[src/rtl/lmrq_pkg.sv]
package lmrq_pkg;

    localparam int SLOT_COUNT_DEF = 32;
    localparam int SLOT_BYTES_DEF = 192;

    // Configuration port geometry: one 32-bit register at byte address 0.
    localparam int APB_ADDR_W = 3;
    localparam int APB_DATA_W = 32;
    localparam logic REG_IDX_LOG_EN = 1'b0;

    localparam logic MODE_PUSH = 1'b0;
    localparam logic MODE_POP  = 1'b1;

    typedef enum logic [2:0] {
        ST_PENDING   = 3'd0,
        ST_QUEUED    = 3'd1,
        ST_EMPTY     = 3'd2,
        ST_DISCARDED = 3'd3,
        ST_FULL      = 3'd4,
        ST_TOO_LONG  = 3'd5
    } t_status;

    // Commands from the controller to the datapath.
    typedef struct packed {
        logic push;      // push item accepted this cycle
        logic pop;       // pop item accepted this cycle, memory read issued
        logic pop_done;  // read data is back, finish the pop
    } t_cmd;

    // Configuration write handed to the datapath.
    typedef struct packed {
        logic we;
        logic log_en;
    } t_cfg;

endpackage

[src/rtl/lmrq_ctrl.sv]
module lmrq_ctrl (
    input  logic          i_clk,
    input  logic          i_rst_n,
    input  logic          i_in_valid,
    input  logic          i_in_mode,
    output logic          o_in_ready,
    input  logic          i_out_ready,
    output logic          o_out_valid,
    output lmrq_pkg::t_cmd o_cmd
);

    typedef enum logic {
        S_IDLE,
        S_READ
    } t_state;

    t_state r_state;
    t_state n_state;
    logic   r_out_valid;
    logic   n_out_valid;
    logic   accept;

    // A new item may enter only when the result register is free or being drained.
    assign o_in_ready = (r_state == S_IDLE) && (!r_out_valid || i_out_ready);
    assign accept     = i_in_valid && o_in_ready;

    assign o_cmd.push     = accept && (i_in_mode == lmrq_pkg::MODE_PUSH);
    assign o_cmd.pop      = accept && (i_in_mode == lmrq_pkg::MODE_POP);
    assign o_cmd.pop_done = (r_state == S_READ);

    always_comb begin
        n_state = r_state;
        unique case (r_state)
            S_IDLE: begin
                if (o_cmd.pop) begin
                    n_state = S_READ;
                end
            end
            S_READ: begin
                n_state = S_IDLE;
            end
            default: begin
                n_state = S_IDLE;
            end
        endcase

        if (o_cmd.push || o_cmd.pop_done) begin
            n_out_valid = 1'b1;
        end else if (i_out_ready) begin
            n_out_valid = 1'b0;
        end else begin
            n_out_valid = r_out_valid;
        end
    end

    always_ff @(posedge i_clk) begin
        if (!i_rst_n) begin
            r_state     <= S_IDLE;
            r_out_valid <= 1'b0;
        end else begin
            r_state     <= n_state;
            r_out_valid <= n_out_valid;
        end
    end

    assign o_out_valid = r_out_valid;

endmodule

[config.mk]
export PLATFORM = sky130hd
export DESIGN_NAME = lmrq_ctrl
export DESIGN_NICKNAME = d
export VERILOG_FILES = /design/src/rtl/lmrq_pkg.sv /design/src/rtl/lmrq_ctrl.sv
export SDC_FILE = /design/constraint.sdc
export NUM_CORES = 1
export LEC_CHECK = 0
export ABC_AREA = 1
export BUFFER_PORTS_ARGS = -buffer_cell sky130_fd_sc_hd__buf_4
export CORE_AREA = 2 2 39 41
export DETAILED_ROUTE_END_ITERATION = 8
export DIE_AREA = 0 0 41 43
export GPL_TIMING_DRIVEN = 0
export PLACE_DENSITY_LB_ADDON = 0.25
export SYNTH_ARGS = -nofsm -noshare
export SYNTH_HDL_FRONTEND = slang
export SYNTH_SLANG_ARGS = --single-unit
[constraint.sdc]
create_clock -name i_clk -period 1.5 [get_ports i_clk]
set_clock_uncertainty 0.2 [all_clocks]
set_input_delay 0.15 -clock i_clk [delete_from_list [all_inputs] [get_ports i_clk]]
set_output_delay 0.15 -clock i_clk [all_outputs]
set_load 0.01 [all_outputs]
==> impl_results.md <==
- Hold Startpoint: i_in_mode
- Hold Vio Cnt, Final: 0
- Postcts setup bufs: 0
- Worst slew pin tran: 140 ps
- Rows: 14
- Area leader, netlist: dfxtp_1
- CP Cell Sequence: dlygate4sd3_1 -> buf_4 -> nand4_1 -> inv_1 -> buf_4
- Flop2flop setup slack: 570 ps
- Initial antenna violation count: 0
- Die area: 1760 sq um
- Period utilization: 0.975
- Min Tclk post-route: 1460 ps
- Total GRT Usage: 0.0481
- Root Driver: clkbuf_4
- Slowest CP cell: dlygate4sd3_1
- WS Path Type: input pin to output pin
- Hold Crit Depth: 3
- YS warnings: 0
- Cell area after layout: 244 sq um
- First-pass GRT wire length: 483 um
- Worst Path Required: 1150 ps
- Place WS: 421 ps
- F_max: 684 MHz
- CTS buffer count: 3
- Syn Inst Count: 17
- CTS clk-pin slew, worst paths: 30 ps
- CTS max path bufs: 2
- Worst Reg-to-Reg Cells: 4
- Synth-to-layout area growth: 114%
- GP Congestion: 0.592
- Setup WS post-layout: 37.6 ps
- # Max-Cap Violations: 0
- Sequential-to-total area share from yosys stat: 0.352
- Max H-tree Level: 1
- Mapped Area: 114 sq um
- Cell family with most CP delay: buffers and inverters
- Min-Delay Endpoint: r_state$_SDFF_PP0_
- CP max stage delay: 530 ps
- Port bufs: 9
- Utilization after layout: 0.176
- Vias in the first global route: 138
- Core area: 1380 sq um
- Crit path arrival time: 1110 ps
- Post-CTS resize count: 0
- Iteration-0 DRC Markers: 1
- Status: completed
- Rel. slew slack: 0.907
- CP dominant cell by count: buf_4
- DP Area: 201 sq um
- Initial Util: 0.0823
- Drt pass-1 iters: 2
- Detailed-route wire length per cell: 6.26 um
- Final-report max-slew violation count: 0
- Post-DP HPWL: 252 um
- Grt total ovfl: 0
- Largest net degree at the start of global routing: 4
- CP Buf/Inv Count: 4
- Setup violators final: 0
- Final wirelength: 294 um
- CP Max Fanout: 3
- Top cell type's share of synthesized area: 0.352
- Leak: 0.136 nW
- DRT antenna net count: 0
- Worst hold path type: input pin to flop
- Peak supply drop: 0.310 mV
- Vias per inst: 2.96
- Die W: 41 um
- Worst skew pair latency: 220 ps
- Syn nets: 22
- Antenna cells: 0
- Setup TNS: 0 ps
- Reg-to-reg startpoint: r_state$_SDFF_PP0_
- Crit. End Element: output pin
- DRC viols: 0
- Vias: 139
- Clock sink count: 2
- Distinct cells, synth: 9
- Die H: 43 um
- TritonCTS clock tree: yes
- Critical Path Stages: 5
- Yosys reg bits: 2
- Nets: 38
- Unrepaired setup endpoints after global routing: no
- Layout cell share with drive strength beyond 1: 0.581
- Critical path startpoint: i_in_valid
- Worst r2r dst: o_out_valid$_SDFFE_PN0P_
- Power Density: 915 nW/um^2
- CP startpoint kind: input pin
- Largest cells by area after synthesis: dfxtp_1 (35%), inv_1 (16%), nand2_2 (16%)
- Avg Cell Area, Syn: 6.70 sq um
- I/O pin cnt: 10
## synthesized netlist by cell type
master,instances
dfxtp_1,2
a21oi_1,1
inv_1,5
inv_2,1
nand4_1,1
nor2_1,2
buf_4,1
nand2_2,3
nor2_2,1
## routing by layer
| layer | GRT usage | up-vias | part of all wire |
|---|---|---|---|
| li1 | - | 77 | - |
| met4 | 0.0800 | 0 | 0.051 |
| met3 | 0.0157 | 2 | 0.16 |
| met1 | 0.0607 | 48 | 0.54 |
| met2 | 0.0438 | 12 | 0.23 |
| met5 | 0 | - | 0 |
## placed cells by master, fill, tap and decap left out
cell / n
inv_1: 5
nand4_1: 1
dlygate4sd3_1: 2
nor2_1: 2
buf_4: 10
nor2_2: 1
a21oi_1: 1
clkbuf_4: 3
dfxtp_1: 2
nand2_2: 3
inv_2: 1
## state kept, by name (all words and copies together), names as in the netlist
register	cells
o_out_valid	1
r_state	1
## through the flow
step / hold WS [ps] / cells / power (W)
finish: 51.1 / 47 / 0.000223
global route: 66.9 / 47 / 0.000239
CTS: 46.7 / 47 / 0.000232
detailed placement: 189 / 42 / 0.000104
global placement: 188 / 42 / 0.000104
floorplan: 84.9 / 17 / 0.0000794
## how the worst max path moves through the flow
stage / slack [ps] / end
2_1_floorplan: 450 / o_cmd[2]
3_3_place_gp: 420 / o_cmd[2]
3_5_place_dp: 420 / o_cmd[2]
4_1_cts: 40 / o_cmd[1]
5_1_grt: 2 / o_cmd[1]
6_report: 40 / o_cmd[1]
## where the power goes
| part | internal, W | leakage [nW] | switching [W] |
|---|---|---|---|
| clock network | 0.0000880 | 0.0138 | 0.0000282 |
| logic | 0.0000271 | 0.106 | 0.0000212 |
| registers | 0.0000568 | 0.0165 | 0.00000192 |
## cell families (layout without fill, tap and decap cells)
logic type	Yosys count	count (layout)	share of synthesized area
simple gates	7	7	0.341
flops	2	2	0.352
compound gates	1	1	0.0439
buf+inv	7	21	0.264
## tightest hold or removal path: stages
cell     delay [ps]
buf_4           120
nand4_1         110
nor2_1           40
## timing repair
item / in CTS / in global routing
hold buffers: 2 / 0
endpoints found under the setup margin: 0 / 0
endpoints found under the hold margin: 2 / 0
## final cells by class
cell class / count / area, sq um
fillers: 158 / 1140
repair buffers: 11 / 87.6
multi-input cells: 8 / 43.8
flip-flops and latches: 2 / 40.0
clock buffers: 3 / 22.5
inverters: 6 / 22.5
well taps: 16 / 20.0
plain buffers: 1 / 7.51
(Power assumes the default switching activity.)
